==> src/rtl/core/tar_pkg.sv <==
package tar_pkg;

  // Parameter defaults
  localparam int unsigned INNER_MAX_DEF  = 1024;
  localparam int unsigned AXIS_MAX_DEF   = 4096;
  localparam int unsigned VALUE_BITS_DEF = 32;

  // Fixed field widths
  localparam int unsigned MODE_W        = 2;
  localparam int unsigned AXIS_LEN_W    = 13;
  localparam int unsigned INNER_LEN_W   = 11;
  localparam int unsigned OUTER_LEN_W   = 17;
  localparam int unsigned CFG_W         = 17;
  localparam int unsigned RES_W         = 48;
  localparam int unsigned INDEX_W       = 12;
  localparam int unsigned OUTER_W       = 16;
  localparam int unsigned OUTER_CAP     = 65536;

  // Queue sizing
  localparam int unsigned QUEUE_DEPTH   = 4;
  localparam int unsigned OUT_DEPTH     = 4;

  // Reduction modes; any code at or above MODE_ARGMAX reports the index
  localparam logic [MODE_W-1:0] MODE_SUM    = 2'd0;
  localparam logic [MODE_W-1:0] MODE_MAX    = 2'd1;
  localparam logic [MODE_W-1:0] MODE_ARGMAX = 2'd2;

  typedef enum logic [1:0] {
    REG_MODE      = 2'd0,
    REG_AXIS_LEN  = 2'd1,
    REG_INNER_LEN = 2'd2,
    REG_OUTER_LEN = 2'd3
  } cfg_reg_e;

  // Classification of one element, handed from front to back
  typedef struct packed {
    logic first;
    logic axis_last;
    logic tensor_last;
  } item_ctl_t;

  function automatic int unsigned addr_bits(input int unsigned n);
    return (n > 1) ? $clog2(n) : 1;
  endfunction

  // Last counter position for a length register: 0 acts as 1, cap saturates
  function automatic logic [CFG_W-1:0] len_last(input logic [CFG_W-1:0] len,
                                                input logic [CFG_W-1:0] cap);
    logic [CFG_W-1:0] c;
    if (len == '0) begin
      c = CFG_W'(1);
    end else if (len > cap) begin
      c = cap;
    end else begin
      c = len;
    end
    return c - CFG_W'(1);
  endfunction

endpackage

==> src/rtl/core/tar_front.sv <==
module tar_front #(
  parameter int unsigned INNER_MAX  = tar_pkg::INNER_MAX_DEF,
  parameter int unsigned AXIS_MAX   = tar_pkg::AXIS_MAX_DEF,
  parameter int unsigned VALUE_BITS = tar_pkg::VALUE_BITS_DEF
) (
  input  logic                                     clk_i,
  input  logic                                     rst_ni,
  input  logic                                     in_valid_i,
  output logic                                     in_stall_o,
  input  logic signed [VALUE_BITS-1:0]             value_i,
  input  logic [tar_pkg::addr_bits(AXIS_MAX)-1:0]  axis_lim_i,
  input  logic [tar_pkg::addr_bits(INNER_MAX)-1:0] inner_lim_i,
  input  logic [tar_pkg::OUTER_W-1:0]              outer_lim_i,
  input  logic                                     q_full_i,
  output logic                                     q_push_o,
  output tar_pkg::item_ctl_t                       q_ctl_o,
  output logic [tar_pkg::addr_bits(INNER_MAX)-1:0] q_slot_o,
  output logic [tar_pkg::INDEX_W-1:0]              q_pos_o,
  output logic [tar_pkg::RES_W-1:0]                q_value_o
);
  import tar_pkg::*;

  localparam int unsigned IW = addr_bits(INNER_MAX);
  localparam int unsigned AW = addr_bits(AXIS_MAX);

  logic [IW-1:0]      inner_pos_q, inner_pos_d;
  logic [AW-1:0]      axis_pos_q, axis_pos_d;
  logic [OUTER_W-1:0] outer_pos_q, outer_pos_d;
  logic               accept, inner_last, axis_last, outer_last;

  assign accept     = in_valid_i && !q_full_i;
  assign in_stall_o = q_full_i;

  // >= so that a limit lowered mid-tensor still wraps the counter
  assign inner_last = inner_pos_q >= inner_lim_i;
  assign axis_last  = axis_pos_q >= axis_lim_i;
  assign outer_last = outer_pos_q >= outer_lim_i;

  assign q_push_o              = accept;
  assign q_ctl_o.first         = (axis_pos_q == '0);
  assign q_ctl_o.axis_last     = axis_last;
  assign q_ctl_o.tensor_last   = inner_last && outer_last;
  assign q_slot_o              = inner_pos_q;
  assign q_pos_o               = INDEX_W'(axis_pos_q);
  assign q_value_o             = RES_W'(value_i);

  always_comb begin
    inner_pos_d = inner_pos_q;
    axis_pos_d  = axis_pos_q;
    outer_pos_d = outer_pos_q;
    if (accept) begin
      if (!inner_last) begin
        inner_pos_d = inner_pos_q + IW'(1);
      end else begin
        inner_pos_d = '0;
        if (!axis_last) begin
          axis_pos_d = axis_pos_q + AW'(1);
        end else begin
          axis_pos_d  = '0;
          outer_pos_d = outer_last ? '0 : outer_pos_q + OUTER_W'(1);
        end
      end
    end
  end

  always_ff @(posedge clk_i or negedge rst_ni) begin
    if (!rst_ni) begin
      inner_pos_q <= '0;
      axis_pos_q  <= '0;
      outer_pos_q <= '0;
    end else begin
      inner_pos_q <= inner_pos_d;
      axis_pos_q  <= axis_pos_d;
      outer_pos_q <= outer_pos_d;
    end
  end

endmodule

==> config.mk <==
export PLATFORM = sky130hd
export DESIGN_NAME = tar_front
export DESIGN_NICKNAME = d
export VERILOG_FILES = /design/src/rtl/core/tar_pkg.sv /design/src/rtl/core/tar_front.sv
export SDC_FILE = /design/constraint.sdc
export NUM_CORES = 1
export LEC_CHECK = 0
export BUFFER_PORTS_ARGS = -buffer_cell sky130_fd_sc_hd__buf_2
export CAP_MARGIN = 0
export CORE_MARGIN = 3
export CORE_UTILIZATION = 30
export CTS_CLUSTER_SIZE = 30
export DETAILED_ROUTE_END_ITERATION = 8
export MAX_ROUTING_LAYER = met4
export PLACE_DENSITY = 0.54
export SETUP_SLACK_MARGIN = 0.2
export SYNTH_ARGS = -nofsm -noshare
export SYNTH_HDL_FRONTEND = slang
export SYNTH_SLANG_ARGS = --single-unit
==> constraint.sdc <==
create_clock -name clk_i -period 4.54 [get_ports clk_i]
set_input_delay 0.908 -clock clk_i [delete_from_list [all_inputs] [get_ports clk_i]]
set_output_delay 0.908 -clock clk_i [all_outputs]
set_load 0.05 [all_outputs]
# Word level (Yosys, flattened, before mapping)
# Cells that the tools add are included.
# totals
regBits	38
inputBits	74
out_inout_bits	75
word_cells	18
# op_classes
add_sub_neg	3
n_lt_le_gt_ge	3
mux	3
n_reduce_logical	6
# ops
cell	n
adder 16 x 1 -> 16 bit, second input constant	1
greater-or-equal comparator 16 bit	1
two-way mux 16 bit	1
adder 12 x 1 -> 12 bit, second input constant	1
greater-or-equal comparator 12 bit	1
logical NOT 12 bit	1
two-way mux 12 bit	1
adder 10 x 1 -> 10 bit, second input constant	1
greater-or-equal comparator 10 bit	1
two-way mux 10 bit	1
AND reduction 3 bit	1
logical AND 1 bit	2
AND reduction 2 bit	1
logical NOT 1 bit	1

# Logic depth before layout (Yosys ltp)
# Gate-level depths: netlist (run 1).
# logic_depth
depth_word	3
ltp_mapped	11
mapped_depth_nobuf	8

# Least setup slack after synthesis (run 1)
# No wires, ideal clock.
# synth_timing
kind	input to output
startpoint	in inner_lim_i[5] (netlist bit)
endpoint	out q_ctl_o[0] (netlist bit)
arrival_time_ns	2.526
required_ns	3.632
setup_slack_ns	1.106
stages	7
path_buffers	1
cell_sequence	inv_1 > ha_1 > and3_4 > or3b_1 > o221ai_2 > buf_4 > and2_1
# synth_rtl
element	line	text
from (decl)	tar_front.sv:12	input logic [tar_pkg::addr_bits(INNER_MAX)-1:0] inner_lim_i,
to (decl)	tar_front.sv:16	output tar_pkg::item_ctl_t q_ctl_o,

==> key figures, run 1 <==
Run status
  • Outcome: completed

Yosys
  • Xor and xnor area share after synthesis: 0.0258
  • Synth area leader: dfrtp_1
  • Simple-gate share of the synthesized area: 0.197
  • Syn Nets: approximately 520
  • Synth cell types: 40
  • Synth top area share: 0.281
  • Synth Area per Inst: roughly 8.3 µm²
  • Adder-cell area share of the yosys netlist: 0.155
  • Yosys warnings: 0
  • Post-synthesis mux area share: 0.00960
  • Mapped Cells: approximately 410
  • Register area share after synthesis: 0.281
  • Top cells by area, synth: dfrtp_1, ha_1, buf_4, inv_1, nor2_1
  • #FFs+latches synth: 38
  • Synth Area in Compound Gates: 0.149
  • Largest family of logic cells by synthesized area: simple AND/OR/NAND/NOR gates
  • Synthesized area: 0.00339 mm²

Detailed routing
  • # DRC: 0
  • Vias per Instance: 4.95
  • Per-cell routed wire length: between 10 and 15 µm
  • Detailed-route via count: 2794
  • Routed WL: between 7 and 8 mm
  • Number of DRC markers in iteration 0: 171
  • Drt first pass iters: 4
  • Antenna-violating nets left: 0

Global routing
  • Largest net degree at the start of global routing: 39
  • Vias in the first global route: 2766
  • Initial antenna violation count: 0
  • Global-route wire length before repair: between 10 and 15 mm
  • Aggregate global routing overflow: 0
  • GRT Util Overall: 0.130

Floorplanning
  • Effective utilization at floorplan: 0.310
  • Num rows: 38
  • Die Wd: 112 µm
  • Die height: 112 µm
  • Core ar.: 0.0109 mm²
  • I/O pin count: 149
  • Die ar.: 0.0126 mm²

Final layout
  • Commonest cells after routing, fill and taps aside: buf_2, inv_1, ha_1
  • Finished Core Util: 0.331
  • Final #Nets: approximately 540
  • Share of layout cells above drive strength 1: 0.198
  • Layout area overhead: 6.94%
  • # diodes: 0
  • Most common cell after layout, fill and taps aside: buf_2
  • # fillers: roughly 1200

CTS
  • TritonCTS clock tree: built
  • CTS Buffer Depth: 2
  • Hold-fix buffers, CTS: 0
  • H-tree depth: 2
  • Setup bufs post-CTS: 0
  • Clock Sinks: 38
  • Clock buffer count from CTS: 5
  • CTS clk-pin slew, worst paths: around 0.050 ns
  • Clk_lat worst skew: 0.28 ns
  • CTS Root Cell: clkbuf_16
  • Post_cts resized: 0

Setup path
  • CP endpoint kind: output pin
  • Slowest cell on crit path: nor4_1
  • Slowest cell delay on critical path: 0.38 ns
  • Worst reg2reg path startpoint: q_slot_o[3]$_DFFE_PN0P_
  • Crit-path cells: buf_2 -> inv_1 -> ha_1 -> nand4_1 -> nor4_1 -> a31oi_1 -> nand3_1 -> buf_4 -> and2_1 -> buf_2
  • Worst EP required: ~3.6 ns
  • Critical path's most frequent cell: buf_2
  • Critical Path AT: 2.70 ns
  • Crit path launch: outer_lim_i[15]
  • Crit start category: primary input
  • Crit Path Class: in2out
  • Max FO, Critical Path: 10

Timing
  • Slew headroom: 0.420
  • Final Hold Viols: 0
  • Post-Route Skew: between 0.004 and 0.005 ns
  • Measured slew at the worst slew-check pin: 0.870 ns
  • Period utilization: 0.796
  • Max Clk Rate: 0.277 GHz
  • Setup_tns: 0 ns
  • Fin. max-slew vios: 0
  • Final setup viols: 0
  • RSZ-0062 raised after global routing: no
  • Min Tclk post-route: about 3.6 ns

Power
  • PwrDens: 302 mW/mm²
  • VDD IR-drop max: between 100 and 150 µV
  • Int Power: 0.683 mW
  • Combinational share of power: 0.318
  • Reg power frac: 0.384
  • Clock power frac: 0.299
  • P_sw: approximately 0.41 mW
  • Sw frac: 0.377
  • Leak: slightly below 2 nW

Flow run
  • Max_cap viols: 0

Placement
  • Final HPWL DP: between 5 and 6 mm
  • GP Congestion: approximately 0.85
  • Port bufs: 68

Min path
  • Hold crit path type: reg2reg
  • Hold Crit Start: outer_pos_q[15]$_DFFE_PN0P_
final timing paths:
kind / endpoint / slack, ns / depth (start not counted)
worst max-delay path: q_ctl_o[0] / 0.93 / 10
worst min-delay path: outer_pos_q[15]$_DFFE_PN0P_ / 0.56 / 1
worst max register to register: outer_pos_q[1]$_DFFE_PN0P_ / 1.63 / 8
worst min register to register: outer_pos_q[15]$_DFFE_PN0P_ / 0.56 / 1
max in group asynchronous: q_pos_o[11]$_DFFE_PN0P_ / 3.24 / 1
min in group asynchronous: q_slot_o[0]$_DFFE_PN0P_ / 0.75 / 1
flip-flops by register name (all words and copies together), names as in the netlist:
register / count
outer_pos_q: 16
q_pos_o: 12
q_slot_o: 10
metal layers:
metal / track usage / wire length (µm) / share of wire / up-vias
met5: - / 0 / 0 / -
li1: - / - / - / 1394
met4: 0.0473 / 165 / 0.021 / 0
met1: 0.164 / 3470 / 0.45 / 1307
met3: 0.0253 / 422 / 0.055 / 24
met2: 0.206 / 3620 / 0.47 / 69
area by class of cell:
type | instances | area, µm² | area share
Tap cell | 140 | 175 | 0.0483
Multi-Input combinational cell | 261 | 1820 | 0.502
Sequential cell | 38 | 951 | 0.262
Inverter | 47 | 176 | 0.0487
Clock buffer | 7 | 133 | 0.0366
Timing Repair Buffer | 72 | 370 | 0.102
metrics by stage:
stage	instance area, µm²	cells	hold slack [ns]	setup slack [ns]	total power [mW]
2_1_floorplan	3390	406	0.502	1.11	0.784
3_3_place_gp	3490	558	0.548	0.903	0.770
3_5_place_dp	3490	558	0.542	0.897	0.779
4_1_cts	3620	565	0.561	0.888	1.12
5_1_grt	3620	565	0.595	0.778	1.17
6_report	3620	565	0.559	0.928	1.10
Yosys cell counts:
cell / number
nand2b_1: 5
and2_1: 4
nand3_1: 18
ha_1: 42
mux2i_1: 1
o21ai_0: 18
nor3_1: 10
o221ai_2: 1
and3_4: 2
and4_1: 3
dfrtp_1: 38
o211ai_1: 9
nor2b_1: 3
a22o_1: 13
nor4_1: 5
and3_1: 10
inv_1: 46
buf_6: 3
or3_1: 1
mux2_2: 2
nor2_1: 36
or3b_1: 1
xor2_1: 7
a211oi_1: 1
xnor2_1: 3
buf_4: 51
a31oi_1: 1
a221oi_2: 1
a2111o_1: 1
o21a_1: 1
buf_2: 3
a32o_1: 2
nand4_1: 8
clkinv_1: 1
a21o_1: 4
a221o_1: 5
nand2_1: 28
a21oi_1: 14
or2_2: 1
clkbuf_1: 3
cell families (layout without fill, tap and decap cells):
family	Yosys count	after routing
buffers and inverters	107	126
muxes	3	3
AOI/OAI and AO/OA	71	71
DFF	38	38
and+or+nand+nor	135	135
xor gates and xnor gates	10	10
adders and majority gates	42	42
power groups by stage:
stage	Combinational [mW]	Sequential, mW	Clock (mW)
final	0.348	0.420	0.327
after global routing	0.388	0.427	0.355
after CTS	0.356	0.420	0.343
after detailed placement	0.353	0.426	0
after global placement	0.347	0.423	0
after floorplan	0.267	0.517	0
critical path, delay by kind of cell:
kind | cells | cell delay, ns
adders and majority gates | 1 | 0.30
and+or+nand+nor | 4 | 0.80
buffers and inverters | 4 | 0.54
AOI/OAI and AO/OA | 1 | 0.15
Note: power is estimated with default switching activity, not from simulation.
==> run 2: changes to the inputs <==
PLACE_DENSITY = 0.56   (was 0.54)
clock period = 3 ns   (was 4.54 ns; I/O delays follow)
==> run 2 against run 1 <==
  * Via count is 0.79% higher
  * Sequential cell count stayed put
  * Sequential power increased by 50%
  * Clock-buffer cell count unchanged
  * Clock power increased by 62%
  * Clock skew up 0.0039 ns
  * Critical endpoint unchanged
  * Largest cell class unchanged
==> key figures, run 2 (synthesis results as in run 1) <==
Placement
  • Port bufs: 68 (unchanged)
  • GP Congestion: 0.867 (+1.9%)
  • Setup WS pre-CTS: 0.0709 ns (-0.826 ns)
  • Final HPWL DP: 6.02 mm (+1.7%)

Setup path
  • Max FO, Critical Path: 4 (-6)
  • Crit path depth: 6 (-4)
  • Flop-to-flop setup slack: 0.49 ns (-1.14 ns)
  • Critical Path AT: 2.13 ns (-0.57 ns)
  • Crit Path Class: reg2out
  • Delay-heaviest family, CP: simple AND/OR/NAND/NOR gates
  • Slowest cell on crit path: dfrtp_1
  • FF-to-FF path depth: 8 (unchanged)
  • WP buf/inv: 1 (-3)
  • CP endpoint kind: output pin
  • Slowest cell delay on critical path: 0.41 ns (+0.03 ns)
  • Crit start category: flop
  • Crit-path cells: ha_1 -> and3_4 -> or3b_4 -> o221ai_4 -> and2_4 -> buf_8
  • Worst EP required: 2.40 ns (-1.23 ns)

Detailed routing
  • Detailed-route via count: 2816 (+0.79%)
  • Vias per Instance: 4.85 (-2.0%)
  • Drt first pass iters: 4 (unchanged)
  • Number of DRC markers in iteration 0: 102 (-40%)
  • Per-cell routed wire length: 13.7 µm (+0.89%)
  • # DRC: 0 (unchanged)
  • Routed WL: 7.97 mm (+3.7%)
  • Antenna-violating nets left: 0 (unchanged)

Power
  • PwrDens: 451 mW/mm² (+49%)
  • Leak: 2.03 nW (+4.7%)
  • VDD IR-drop max: 210 µV (+62%)

Timing
  • Slew headroom: 0.391 (-0.0291)
  • Period utilization: 0.910
  • Max Clk Rate: 0.366 GHz
  • Final Hold Viols: 0 (unchanged)
  • Min Tclk post-route: 2.73 ns
  • RSZ-0062 raised after global routing: yes
  • Setup_tns: 0 ns (unchanged)
  • Worst setup margin: 0.270 ns (-0.659 ns)
  • Post-Route Skew: 0.00830 ns (+0.00389 ns)
  • Final setup viols: 0 (unchanged)
  • Fin. max-slew vios: 0 (unchanged)
  • Measured slew at the worst slew-check pin: 0.913 ns (+0.0436 ns)

CTS
  • Clock Sinks: 38 (unchanged)
  • H-tree depth: 2 (unchanged)
  • Clk_lat worst skew: 0.28 ns (about the same)
  • Clock buffer count from CTS: 5 (unchanged)
  • CTS clk-pin slew, worst paths: 0.06 ns (about the same)
  • CTS Root Cell: clkbuf_16
  • TritonCTS clock tree: built
  • CTS Buffer Depth: 2 (unchanged)
  • Hold-fix buffers, CTS: 0 (unchanged)

Global routing
  • Largest net degree at the start of global routing: 39 (unchanged)
  • Initial antenna violation count: 0 (unchanged)
  • Vias in the first global route: 2898 (+4.8%)
  • Global-route wire length before repair: 13.7 mm (+3.5%)
  • Aggregate global routing overflow: 0 (unchanged)
  • GRT Util Overall: 0.133 (+0.00359)

Final layout
  • Most flop-heavy register: outer_pos_q
  • Most common cell after layout, fill and taps aside: buf_2
  • Layout area overhead: 13.1%
  • Final #Nets: 556 (+2.8%)
  • # diodes: 0 (unchanged)
  • Share of layout cells above drive strength 1: 0.256 (+0.0586)
  • Reg area: 956 µm² (+0.53%)
  • Max FFs per register: 16 (unchanged)
  • # fillers: 1180 (+0.51%)
  • Commonest cells after routing, fill and taps aside: buf_2, inv_1, ha_1
  • Finished Core Util: 0.351 (+0.0192)
  • Multi-input gate area: 0.00187 mm² (+2.9%)

Floorplanning
  • Core ar.: 0.0109 mm² (unchanged)
  • Die Wd: 112 µm (unchanged)
  • Num rows: 38 (unchanged)
  • Die ar.: 0.0126 mm² (unchanged)
  • Effective utilization at floorplan: 0.310 (unchanged)
  • I/O pin count: 149 (unchanged)
  • Die height: 112 µm (unchanged)

Run status
  • Outcome: completed

Flow run
  • Max_cap viols: 0 (unchanged)

Min path
  • Hold crit path type: in2async
run 2: cell types whose count changed in the layout (fill, tap and decap cells not counted), moves of 2 or more:
cell     delta
dfrtp_2     +4
dfrtp_1     -4
buf_4      +14
buf_2       -2
run 2: worst paths after layout:
kind	from	end
max in group asynchronous	rst_ni	q_slot_o[3]$_DFFE_PN0P_
worst min register to register	outer_pos_q[15]$_DFFE_PN0P_	outer_pos_q[15]$_DFFE_PN0P_
worst max register to register	q_slot_o[5]$_DFFE_PN0P_	outer_pos_q[6]$_DFFE_PN0P_
min in group clk_i	outer_pos_q[15]$_DFFE_PN0P_	outer_pos_q[15]$_DFFE_PN0P_
worst min-delay path	rst_ni	q_slot_o[4]$_DFFE_PN0P_
worst max-delay path	q_slot_o[5]$_DFFE_PN0P_	q_ctl_o[0]
run 2: final cells by class:
cell class	instances	share of cell area
sequential	38	0.249
clock inverter	1	0.00131
multi-input combinational	261	0.488
tap	140	0.0457
clock buffer	7	0.0372
timing repair buffer	87	0.132
inverter	47	0.0460
run 2: metal layers:
metal	vias to the layer above	GRT usage	routed length, µm
met5	-	-	0
met3	14	0.0280	422
met4	0	0.0417	112
met2	67	0.220	3800
met1	1306	0.163	3630
li1	1429	-	-
run 2: where the power goes:
part           total [mW]  internal (mW)  switching (mW)
registers           0.631          0.560          0.0707
clock network       0.531          0.330           0.202
logic               0.566          0.193           0.373
total                1.73           1.08           0.645
run 2: timing repair:
item,4_1_cts,5_1_grt
pin swaps,5,8
cloned,0,0
setup buffers,3,6
endpoints found under the hold margin,0,0
resized for setup,7,10
endpoints found under the setup margin,1,2
run 2: per-stage QoR:
stage | power, mW | cell area [µm²] | hold WS, ns | instances
6_report | 1.73 | 3830 | 0.461 | 581
5_1_grt | 1.84 | 3830 | 0.531 | 581
4_1_cts | 1.73 | 3740 | 0.487 | 575
3_5_place_dp | 1.18 | 3550 | 0.542 | 564
3_3_place_gp | 1.17 | 3550 | 0.544 | 564
2_1_floorplan | 1.19 | 3390 | 0.304 | 406
