==> src/rtl/core/tar_pkg.sv <==
package tar_pkg;

  // Parameter defaults
  localparam int unsigned INNER_MAX_DEF  = 1024;
  localparam int unsigned AXIS_MAX_DEF   = 4096;
  localparam int unsigned VALUE_BITS_DEF = 32;

  // Fixed field widths
  localparam int unsigned MODE_W        = 2;
  localparam int unsigned AXIS_LEN_W    = 13;
  localparam int unsigned INNER_LEN_W   = 11;
  localparam int unsigned OUTER_LEN_W   = 17;
  localparam int unsigned CFG_W         = 17;
  localparam int unsigned RES_W         = 48;
  localparam int unsigned INDEX_W       = 12;
  localparam int unsigned OUTER_W       = 16;
  localparam int unsigned OUTER_CAP     = 65536;

  // Queue sizing
  localparam int unsigned QUEUE_DEPTH   = 4;
  localparam int unsigned OUT_DEPTH     = 4;

  // Reduction modes; any code at or above MODE_ARGMAX reports the index
  localparam logic [MODE_W-1:0] MODE_SUM    = 2'd0;
  localparam logic [MODE_W-1:0] MODE_MAX    = 2'd1;
  localparam logic [MODE_W-1:0] MODE_ARGMAX = 2'd2;

  typedef enum logic [1:0] {
    REG_MODE      = 2'd0,
    REG_AXIS_LEN  = 2'd1,
    REG_INNER_LEN = 2'd2,
    REG_OUTER_LEN = 2'd3
  } cfg_reg_e;

  // Classification of one element, handed from front to back
  typedef struct packed {
    logic first;
    logic axis_last;
    logic tensor_last;
  } item_ctl_t;

  function automatic int unsigned addr_bits(input int unsigned n);
    return (n > 1) ? $clog2(n) : 1;
  endfunction

  // Last counter position for a length register: 0 acts as 1, cap saturates
  function automatic logic [CFG_W-1:0] len_last(input logic [CFG_W-1:0] len,
                                                input logic [CFG_W-1:0] cap);
    logic [CFG_W-1:0] c;
    if (len == '0) begin
      c = CFG_W'(1);
    end else if (len > cap) begin
      c = cap;
    end else begin
      c = len;
    end
    return c - CFG_W'(1);
  endfunction

endpackage

==> src/rtl/core/tar_fifo.sv <==
module tar_fifo #(
  parameter int unsigned W     = 8,
  parameter int unsigned DEPTH = 4
) (
  input  logic                         clk_i,
  input  logic                         rst_ni,
  input  logic                         push_i,
  input  logic [W-1:0]                 wdata_i,
  input  logic                         pop_i,
  output logic [W-1:0]                 rdata_o,
  output logic                         empty_o,
  output logic                         full_o,
  output logic [$clog2(DEPTH+1)-1:0]   count_o
);
  import tar_pkg::*;

  localparam int unsigned PW = addr_bits(DEPTH);
  localparam int unsigned CW = $clog2(DEPTH + 1);

  logic [W-1:0]  mem_q [DEPTH];
  logic [PW-1:0] wr_ptr_q, wr_ptr_d, rd_ptr_q, rd_ptr_d;
  logic [CW-1:0] cnt_q, cnt_d;
  logic          do_push, do_pop;

  assign do_push = push_i && !full_o;
  assign do_pop  = pop_i && !empty_o;

  always_comb begin
    wr_ptr_d = wr_ptr_q;
    rd_ptr_d = rd_ptr_q;
    cnt_d    = cnt_q;
    if (do_push) begin
      wr_ptr_d = (wr_ptr_q == PW'(DEPTH - 1)) ? '0 : wr_ptr_q + PW'(1);
    end
    if (do_pop) begin
      rd_ptr_d = (rd_ptr_q == PW'(DEPTH - 1)) ? '0 : rd_ptr_q + PW'(1);
    end
    if (do_push && !do_pop) begin
      cnt_d = cnt_q + CW'(1);
    end else if (do_pop && !do_push) begin
      cnt_d = cnt_q - CW'(1);
    end
  end

  always_ff @(posedge clk_i or negedge rst_ni) begin
    if (!rst_ni) begin
      wr_ptr_q <= '0;
      rd_ptr_q <= '0;
      cnt_q    <= '0;
    end else begin
      wr_ptr_q <= wr_ptr_d;
      rd_ptr_q <= rd_ptr_d;
      cnt_q    <= cnt_d;
    end
  end

  always_ff @(posedge clk_i) begin
    if (do_push) begin
      mem_q[wr_ptr_q] <= wdata_i;
    end
  end

  assign rdata_o = mem_q[rd_ptr_q];
  assign empty_o = (cnt_q == '0);
  assign full_o  = (cnt_q == CW'(DEPTH));
  assign count_o = cnt_q;

endmodule

==> config.mk <==
export PLATFORM = sky130hd
export DESIGN_NAME = tar_fifo
export DESIGN_NICKNAME = d
export VERILOG_FILES = /design/src/rtl/core/tar_pkg.sv /design/src/rtl/core/tar_fifo.sv
export SDC_FILE = /design/constraint.sdc
export NUM_CORES = 1
export LEC_CHECK = 0
export BUFFER_PORTS_ARGS = -buffer_cell sky130_fd_sc_hd__buf_2
export CAP_MARGIN = 20
export CORE_ASPECT_RATIO = 0.6
export CORE_UTILIZATION = 49
export CTS_BUF_LIST = sky130_fd_sc_hd__clkbuf_16
export DETAILED_ROUTE_END_ITERATION = 8
export PLACE_DENSITY = 0.73
export SLEW_MARGIN = 15
export SYNTH_ARGS = -nofsm -noshare
export SYNTH_HDL_FRONTEND = slang
export SYNTH_SLANG_ARGS = --single-unit
==> constraint.sdc <==
create_clock -name clk_i -period 1.8 [get_ports clk_i]
set_input_delay 0.09 -clock clk_i [delete_from_list [all_inputs] [get_ports clk_i]]
set_output_delay 0.09 -clock clk_i [all_outputs]
set_load 0.02 [all_outputs]
After elaboration in Yosys (flattened, before gate mapping):

Memories as Yosys holds them, arrays and structs flattened.
Index checks and enable logic that the tools add are counted.
W data, S select, Z words.

* add/subtract/negate cells: 4
* equality and inequality tests: 3
* multiplexer cells: 6
* reductions and logical operators: 10

Operators with widths (number)
* $mux W3: 2
* $add A2 B1 Y2 const B: 2
* $eq A2 B2 Y1 const B: 2
* $logic_and A1 B1 Y1: 4
* $logic_not A1 Y1: 4
* $mux W2: 2
* $add A3 B1 Y3 const B: 1
* $eq A3 B3 Y1 const B: 1
* $logic_not A3 Y1: 1
* $sub A3 B1 Y3 const B: 1
* $mux W1: 2
* $reduce_bool A2 Y1: 1

* register bits: 7
* bits in writable memories: 32
* input bits: 12
* output and inout bits: 13
* logic and storage cells: 27
* memories kept: 1

Memories
* mem_q: words 4, bits a word 8, read ports 1, clocked after memory_dff 0, write ports 1, line tar_fifo.sv:20 `logic [W-1:0] mem_q [DEPTH];`

Logic depth before layout (Yosys ltp):

Gate-level depths: netlist (run 1).

* word-level depth: 7
* mapped depth: 8
* gate-level depth less buffers: 8

Least setup slack after synthesis (run 1):

OpenSTA, ideal clock, no wires.

* path type: register to register
* from: register cnt_q[0], in the netlist count_o[0]
* to: register cnt_q[1], in the netlist count_o[1]
* library setup time: 0.125 ns
* data arrival time: 1.983 ns
* data required time: 1.675 ns
* path slack: -0.307 ns
* stages on the path, launching flop included: 7
* buffers on the path: 0
* clock period less this slack: 2.107 ns
* cell sequence: dfrtp_1 -> nor3b_4 -> nor2b_4 -> ha_1 -> inv_1 -> fa_1 -> mux2_2

* elaborated cells on any way between the ends: 15
* classes of those cells: add/sub: 2; eq/ne: 1; mux: 2; reduce/logical: 10

RTL lines
* start, declared: line tar_fifo.sv:22 `logic [CW-1:0] cnt_q, cnt_d;`
* start signal, assigned: line tar_fifo.sv:53 `cnt_q <= cnt_d;`
* $eq A3 B3 Y1: line tar_fifo.sv:65 `assign full_o = (cnt_q == CW'(DEPTH));`
* named net full_o: line tar_fifo.sv:12 `output logic full_o,`
* $logic_not A1 Y1: line tar_fifo.sv:25 `assign do_push = push_i && !full_o;`
* $logic_and A1 B1 Y1: line tar_fifo.sv:25
* named net do_push: line tar_fifo.sv:23 `logic do_push, do_pop;`
* $logic_and A1 B1 Y1: line tar_fifo.sv:38 `if (do_push && !do_pop) begin`
* $mux W3: line tar_fifo.sv:38
* named net cnt_d[1]: line tar_fifo.sv:22

The timed path passes the listed nets, and every way through them passes these cells. The select of a mux whose other input is x is not followed.
A chain may end at the register's enable or synchronous reset.

Worst setup path in the final report (run 1):

* from: register cnt_q[2], in the netlist count_o[2]
* to: register cnt_q[2], in the netlist count_o[2]

* longest elaborated chain between the ends: 6
* elaborated cells on any way between the ends: 15
* classes of those cells: add/sub: 2; eq/ne: 1; mux: 2; reduce/logical: 10

RTL lines
* $eq A3 B3 Y1 (*): line tar_fifo.sv:65
* $logic_not A1 Y1 (*): line tar_fifo.sv:25
* $logic_and A1 B1 Y1 (*): line tar_fifo.sv:25
* named net do_push: line tar_fifo.sv:23
* $logic_not A1 Y1: line tar_fifo.sv:40 `end else if (do_pop && !do_push) begin`
* $logic_and A1 B1 Y1: line tar_fifo.sv:40
* $reduce_bool A2 Y1 (no source line)

The timed path passes the listed nets; every way through them passes the cells marked *. The select of a mux whose other input is x is not followed.

==> results of run 1 <==
==> how the worst max path moves through the flow <==
stage | startpoint | endpoint | slack, ns | depth (start not counted)
floorplan | count_o[1] | count_o[1] | -0.20 | 6
global placement | count_o[1] | count_o[2] | 0.006 | 7
detailed placement | count_o[0] | count_o[2] | -0.09 | 7
CTS | count_o[0] | count_o[1] | -0.02 | 6
global route | count_o[2] | count_o[2] | -0.14 | 8
finish | count_o[2] | count_o[2] | -0.04 | 8
==> cells in the mapped netlist <==
cell type	number
edfxtp_1	32
mux4_2	8
dfrtp_1	7
ha_1	6
and2_1	3
inv_1	3
nor2_1	3
mux2_4	2
nor3_1	2
xor2_1	2
a21o_1	1
buf_1	1
buf_2	1
fa_1	1
mux2_1	1
mux2_2	1
nand2_1	1
nor2b_4	1
nor3b_4	1
o31ai_2	1
xnor2_1	1
==> placed cells by master, fill, tap and decap left out, drive strengths merged <==
cell type | Yosys | routed
inv | 3 | 3
nand2 | 1 | 1
nor3 | 2 | 2
fa | 1 | 1
dfrtp | 7 | 7
nor3b | 1 | 1
ha | 6 | 6
xnor2 | 1 | 1
a21o | 1 | 1
clkbuf | 0 | 5
xor2 | 2 | 2
dlygate4sd3 | 0 | 1
edfxtp | 32 | 32
clkinv | 0 | 3
nor2 | 3 | 3
nor2b | 1 | 1
and2 | 3 | 3
o31ai | 1 | 1
mux2 | 4 | 4
buf | 2 | 38
mux4 | 8 | 8
==> power groups by stage <==
stage          clock network, mW  logic, mW  registers [mW]
6_report                   0.815       1.39            1.41
4_1_cts                    0.829       1.39            1.41
3_3_place_gp                   0       1.30            1.40
3_5_place_dp                   0       1.35            1.41
2_1_floorplan                  0      0.857            1.41
5_1_grt                    0.881       1.51            1.44
==> cell families (layout without fill, tap and decap cells) <==
logic type / count (synthesis) / after routing / synth area share (%)
muxes: 12 / 12 / 14.5
DFF: 39 / 39 / 70.7
xor gates and xnor gates: 3 / 3 / 1.64
AOI/OAI and AO/OA: 2 / 2 / 1.25
adders and majority gates: 7 / 7 / 5.92
buffers and inverters: 5 / 50 / 1.25
and+or+nand+nor: 11 / 11 / 4.75
==> sequential cells by signal, indices dropped and copies added (netlist names) <==
register and count:
mem_q 32, count_o 3, rd_ptr_q 2, wr_ptr_q 2
==> critical path, cell delays in order, from the launching register on <==
cell,delay (ns)
dfrtp_2,0.44
nor3b_4,0.18
nor2b_4,0.15
ha_4,0.15
inv_2,0.03
fa_2,0.34
xor2_1,0.16
nor2_1,0.13
xor2_1,0.17
==> final cells by class <==
type	count	area share, %
Tap cell	42	2.56
Clock buffer	5	6.09
Clock inverter	3	0.730
Multi-Input combinational cell	35	23.2
Sequential cell	39	55.4
Inverter	3	0.548
Timing Repair Buffer	39	11.4
==> through the flow <==
step | instance area (sq um) | TNS (ns)
3_3_place_gp | 1870 | 0
4_1_cts | 2050 | -0.0376
2_1_floorplan | 1610 | -0.372
3_5_place_dp | 1870 | -0.116
6_report | 2060 | -0.0501
5_1_grt | 2060 | -0.235
==> routing by layer <==
metal	up-vias	GRT usage [%]
met5	-	0
li1	394	-
met3	4	7.72
met1	422	22.6
met2	20	30.0
met4	0	8.85
==> what timing repair did <==
action,4_1_cts,5_1_grt
buffers inserted,2,0
endpoints found under the hold margin,7,0
hold buffers,1,0
endpoints found under the setup margin,2,10
pin swaps,5,4
gates resized for setup,3,1
==> reports/summary.txt, run 1 <==
Pre-antenna DRT Iters = 4
starting density of the core = 53.8%
metal2 WL = 1380 um
Final HPWL DP = 1870 um
cells on worst reg2reg path = 8
# port buffers = 24
vias in the first global route = 891
Final setup viols = 2
DR WL/cell = 16.7 um
top-level I/O count = 25
Worst-Skew Late Latency = 0.27 ns
area of the multi-input gates = 477 sq um
CTS tree = yes
n_diodes = 0
Worst setup SP type = register
ratio of cells with drive above 1 in the final layout = 54.0%
violated checks = negative setup slack
Yosys Warn Count = 0
Cell Pwr Density = 1760 mW/mm^2
startpoint of the worst hold path = wdata_i[7]
Post-Layout Cell Count = 166
standby leakage power = 0.813 nW
first-pass GRT wire length = 4400 um
register bit total from synthesis = 39
Sequential cell area = 0.00114 sq mm
CP Max Fanout = 4
placed cells = 155
internal reg-to-reg setup slack = -0.04 ns
crit share post-route = 102%
CTS H-Tree Depth = 2
Hold EP = mem_q[0][7]
top-area cell type share of the netlist area = 59.8%
sequential fraction of the synthesis area = 70.7%
sw frac = 33.1%
Syn Inst Count = 79
worst r2r dst = count_o[2]
final hold vios = 0
Synth cell types = 21
initial antenna violation count = 0
syn_nets = 98
kind of critical path = register to register
Max Cap Viol = 0
sw power = 1.20 mW
Clock Tree Buf Depth = 2
WL met3 = 72 um
CTS sink cnt = 39
core area = 0.00298 sq mm
CP Data Arrival Time = 2.03 ns
synth top area cells = edfxtp_1, mux4_2, dfrtp_1, ha_1, mux2_4
setup ws final = -0.0400 ns
max layer used = met4
cts bufs inserted = 5
final antenna-violating net count = 0
cell area after synthesis = 0.00161 sq mm
Die H = 46.4 um
hold slack = 0.0295 ns
reg-to-reg startpoint = count_o[2]
total power = 3.62 mW
vias per std cell = 5.06
syn avg cell area = 20.3 sq um
root buf cell = clkbuf_16
Rel. slew slack = 64.9%
Final Util = 68.9%
Place WS = -0.0896 ns
routed vias = 840
Yosys top cell by area = edfxtp_1
die area = 0.00352 sq mm
# DRC = 0
internal power = 2.42 mW
Reg clk slew, reported paths = 0.06 ns
RSZ-0062 raised after global routing = true
combinational share of power = 38.5%
# rows = 15
Worst Path Required = 1.99 ns
Clk network pwr share = 22.5%
pin count of the biggest net entering global routing = 13
part of the power in registers = 39.0%
fillers = 198
minimum clock period = 1.84 ns
routed wire length = 2770 um
DR iter-0 viols = 36
depth of the worst hold-timing path = 1
layout net count = 142
worst-margin pin slew = 0.526 ns
status = finished, violations left
GRT Overall Usage = 18.6%
Setup crit end kind = register
area grow syn2layout = 28.0%
Die W = 75.9 um
min-delay worst type = primary input to register
maximum VDD drop = 0.885 mV
GR Overflow Total = 0
gp weighted congestion = 0.720
final max-slew violation count = 0
FMAX = 543 MHz
WL met1 = 1280 um
clock skew = 0.00384 ns
No activity file was read; power rests on OpenSTA's default activity.
==> inputs of run 2 (changes only) <==
SETUP_SLACK_MARGIN = 0.3   (was unset)
==> reports/summary.txt, run 2 (same netlist as run 1, synthesis figures left out) <==
area of the multi-input gates = 494 sq um
min-delay worst type = primary input to register
Die W = 75.9 um
Worst Path Required = 2.00 ns
CTS sink cnt = 39
# DRC = 0
CP Max Fanout = 4
commonest non-fill, non-tap cell in the layout = edfxtp_1
routed vias = 875
max reg flops = 32
crit share post-route = 101%
Final setup viols = 2
Place WS = -0.0491 ns
WL met1 = 1370 um
Worst-Skew Late Latency = 0.28 ns
fillers = 177
starting density of the core = 53.8%
die area = 0.00352 sq mm
metal2 WL = 1460 um
CTS tree = yes
DR iter-0 viols = 29
initial antenna violation count = 0
Final HPWL DP = 1790 um
area grow syn2layout = 36.6%
cell chain of the critical path = nor3b_4 > nor2b_4 > ha_4 > inv_2 > fa_2 > xor2_1 > nor2_1 > xor2_1
routed wire length = 3000 um
largest reg by FF count = mem_q
# rows = 15
vias per std cell = 5.24
cts bufs inserted = 5
final hold vios = 0
standby leakage power = 0.864 nW
vias in the first global route = 914
GR Overflow Total = 0
GRT Overall Usage = 19.9%
# port buffers = 24
n_diodes = 0
DR WL/cell = 18.0 um
layout net count = 143
Worst setup SP type = register
CTS H-Tree Depth = 2
Sequential cell area = 0.00114 sq mm
setup ws final = -0.0251 ns
critical path's slowest cell = dfrtp_2
worst-margin pin slew = 0.325 ns
clock skew = 0.00274 ns
most frequent cells in the layout = edfxtp_1, buf_2, buf_4, buf_6, mux4_2
core area = 0.00298 sq mm
gp weighted congestion = 0.736
area post-placement = 0.00185 sq mm
RSZ-0062 raised after global routing = true
FMAX = 548 MHz
root buf cell = clkbuf_16
minimum clock period = 1.83 ns
Pre-antenna DRT Iters = 4
Max Cap Viol = 0
violated checks = negative setup slack
Design Area, Final = 0.00219 sq mm
max layer used = met4
Slowest Stage Delay on Critical Path = 0.45 ns
hold slack = 0.0265 ns
maximum VDD drop = 1.13 mV
Setup crit end kind = register
status = finished, violations left
Die H = 46.4 um
Clock Tree Buf Depth = 2
final max-slew violation count = 0
most common cell type on the critical path = xor2_1
kind of critical path = register to register
first-pass GRT wire length = 4600 um
WL met3 = 141 um
Reg clk slew, reported paths = 0.06 ns
CP Data Arrival Time = 2.03 ns
Cell Pwr Density = 1920 mW/mm^2
top-level I/O count = 25
final antenna-violating net count = 0
pin count of the biggest net entering global routing = 13
Rel. slew slack = 78.3%
ratio of cells with drive above 1 in the final layout = 57.6%
-- run 2: final timing paths --
path,startpoint,to,slack (ns),cells after the start
setup / recovery,count_o[2],count_o[2],-0.03,8
hold / removal,wdata_i[4],mem_q[2][4],0.03,1
setup reg to reg,count_o[2],count_o[2],-0.03,8
hold reg to reg,wr_ptr_q[1],wr_ptr_q[1],0.61,1
max in group asynchronous,rst_ni,rd_ptr_q[1],1.43,2
min in group asynchronous,rst_ni,wr_ptr_q[1],0.18,2
-- run 2: through the flow --
step	utilization [%]	setup TNS, ns	total power, mW	std cells
6_report	73.5	-0.0451	4.21	167
3_5_place_dp	62.0	-0.0673	2.72	151
2_1_floorplan	-	-0.338	2.28	79
5_1_grt	73.5	-0.165	4.39	167
3_3_place_gp	62.0	0	2.67	151
4_1_cts	72.7	-0.0106	4.17	165
-- run 2: critical path: cells and delay by family, from the launching register on --
kind / cells / cell delay (ns)
AND/OR/NAND/NOR: 3 / 0.45
adder cells (fa/ha/maj): 2 / 0.48
buffers and inverters: 1 / 0.03
flip-flops: 1 / 0.45
XOR/XNOR: 2 / 0.32
-- run 2: timing repair --
action | 4_1_cts | 5_1_grt
endpoints found under the hold margin | 7 | 0
hold buffers | 1 | 0
endpoints found under the setup margin | 42 | 36
setup buffers | 5 | 2
cloned | 0 | 0
pin swaps | 8 | 2
resized for setup | 26 | 3
-- run 2: layout make-up --
class	instances	share of cell area (%)
Inverter	3	0.513
Clock inverter	3	2.91
Tap cell	42	2.39
Clock buffer	5	5.70
Timing Repair Buffer	40	14.0
Sequential cell	39	52.0
Multi-Input combinational cell	35	22.5
-- run 2: where the power goes --
group          internal (mW)  switching [mW]  total [mW]
Sequential              1.23           0.191        1.42
Combinational          0.897           0.768        1.67
Clock                  0.788           0.333        1.12
-- run 2: routing by layer --
| layer | vias up | GRT usage (%) |
|---|---|---|
| met5 | - | 0 |
| met4 | 0 | 11.5 |
| met3 | 4 | 8.32 |
| met2 | 21 | 31.3 |
| met1 | 454 | 24.1 |
| li1 | 396 | - |
==> inputs of run 3 (changes only) <==
CORE_UTILIZATION = 59   (was 49)
PLACE_DENSITY = 0.82   (was 0.73)
clock period = 2.2 ns   (was 1.8 ns; I/O delays follow)
==> reports/summary.txt, run 3 (same netlist as run 1, synthesis figures left out) <==
largest reg by FF count = mem_q
standby leakage power = 0.773 nW
vias in the first global route = 883
# rows = 14
DR iter-0 viols = 52
final antenna-violating net count = 0
n_diodes = 0
internal reg-to-reg setup slack = 0.34 ns
kind of critical path = register to register
FMAX = 538 MHz
min-delay worst type = primary input to register
reg-to-reg startpoint = count_o[0]
max reg flops = 32
vias per std cell = 5.60
initial antenna violation count = 0
DR WL/cell = 19.1 um
routed wire length = 2850 um
die area = 0.00294 sq mm
startpoint of the worst hold path = wdata_i[6]
core area = 0.00254 sq mm
Design Area, Final = 0.00198 sq mm
Reg clk slew, reported paths = 0.06 ns
Final Util = 78.0%
Pre-antenna DRT Iters = 4
Worst Path Required = 2.36 ns
commonest non-fill, non-tap cell in the layout = edfxtp_1
Die H = 42.4 um
Final HPWL DP = 1850 um
Setup crit end kind = register
GR Overflow Total = 0
Rel. slew slack = 69.3%
worst r2r dst = count_o[1]
top-level I/O count = 25
Worst setup SP type = register
# port buffers = 24
root buf cell = clkbuf_16
clock skew = 0.00475 ns
placed cells = 135
cts bufs inserted = 5
Die W = 69.4 um
area grow syn2layout = 23.3%
CTS H-Tree Depth = 2
minimum clock period = 1.86 ns
fillers = 139
maximum VDD drop = 0.679 mV
layout net count = 135
CTS sink cnt = 39
final hold vios = 0
Worst-Skew Late Latency = 0.28 ns
cells on worst reg2reg path = 6
Clock Tree Buf Depth = 2
ratio of cells with drive above 1 in the final layout = 50.4%
depth of the worst hold-timing path = 1
status = complete, no violations
final max-slew violation count = 0
starting density of the core = 63.3%
Cell Pwr Density = 1470 mW/mm^2
Final setup viols = 0
first-pass GRT wire length = 4510 um
gp weighted congestion = 0.701
# DRC = 0
Setup Total Neg Slack = 0 ns
GRT Overall Usage = 23.1%
RSZ-0062 raised after global routing = true
CTS tree = yes
area post-placement = 0.00178 sq mm
CP Data Arrival Time = 2.02 ns
Post-Layout Cell Count = 149
pin count of the biggest net entering global routing = 13
Max Cap Viol = 0
worst-margin pin slew = 0.461 ns
CP Max Fanout = 4
crit share post-route = 84.5%
Hold EP = mem_q[1][6]
most frequent cells in the layout = edfxtp_1, buf_2, mux4_2, buf_4
routed vias = 835
-- run 3: power breakdown --
group / internal [mW] / total (mW) / switching [mW]
Sequential: 1.01 / 1.22 / 0.207
Clock: 0.413 / 0.681 / 0.268
Combinational: 0.503 / 1.01 / 0.505
Total: 1.92 / 2.90 / 0.980
-- run 3: stage by stage --
| step | setup slack [ns] | hold slack, ns | power, mW |
|---|---|---|---|
| final | 0.342 | 0.0481 | 2.90 |
| after global routing | 0.257 | 0.0406 | 3.05 |
| after CTS | 0.297 | 0.0435 | 2.88 |
| after detailed placement | 0.247 | -0.0475 | 2.16 |
| after global placement | 0.324 | -0.0454 | 2.10 |
| after floorplan | 0.203 | -0.186 | 1.85 |
-- run 3: cell type report --
cell class | instances | area [sq um] | share of cell area (%)
clock inverter | 3 | 16.3 | 0.821
clock buffer | 5 | 125 | 6.32
timing repair buffer | 32 | 183 | 9.22
sequential | 39 | 1140 | 57.6
inverter | 3 | 11.3 | 0.569
tap | 32 | 40.0 | 2.02
multi-input combinational | 35 | 464 | 23.4
-- run 3: worst max-delay path by stage --
stage	startpoint	to	slack, ns	cells past startpoint
after detailed placement	count_o[0]	count_o[2]	0.25	7
after global routing	count_o[1]	count_o[2]	0.26	7
after CTS	count_o[0]	count_o[2]	0.30	7
after floorplan	count_o[1]	count_o[1]	0.20	6
after global placement	count_o[0]	count_o[2]	0.32	7
final	count_o[0]	count_o[1]	0.34	6
-- run 3: metal layers --
layer	routed length [um]	GRT usage [%]	vias to the layer above
met5	0	0	-
met4	16	10.6	0
met3	169	11.5	2
met2	1360	32.4	28
met1	1300	30.5	423
li1	-	-	382
-- run 3: repair_timing --
item                                   in CTS  in global routing
setup endpoints to repair                   4                  2
pin swaps                                   0                  4
gates resized for setup                     2                  1
hold buffers                                1                  0
endpoints found under the hold margin       7                  0
gates cloned                                0                  0
setup buffers                               2                  3
-- run 3: critical path, cell delays in order, from the launching register on --
cell	delay [ns]
dfrtp_2	0.46
nor3b_4	0.27
nor2b_4	0.07
ha_2	0.19
inv_2	0.06
fa_2	0.42
mux2_2	0.27
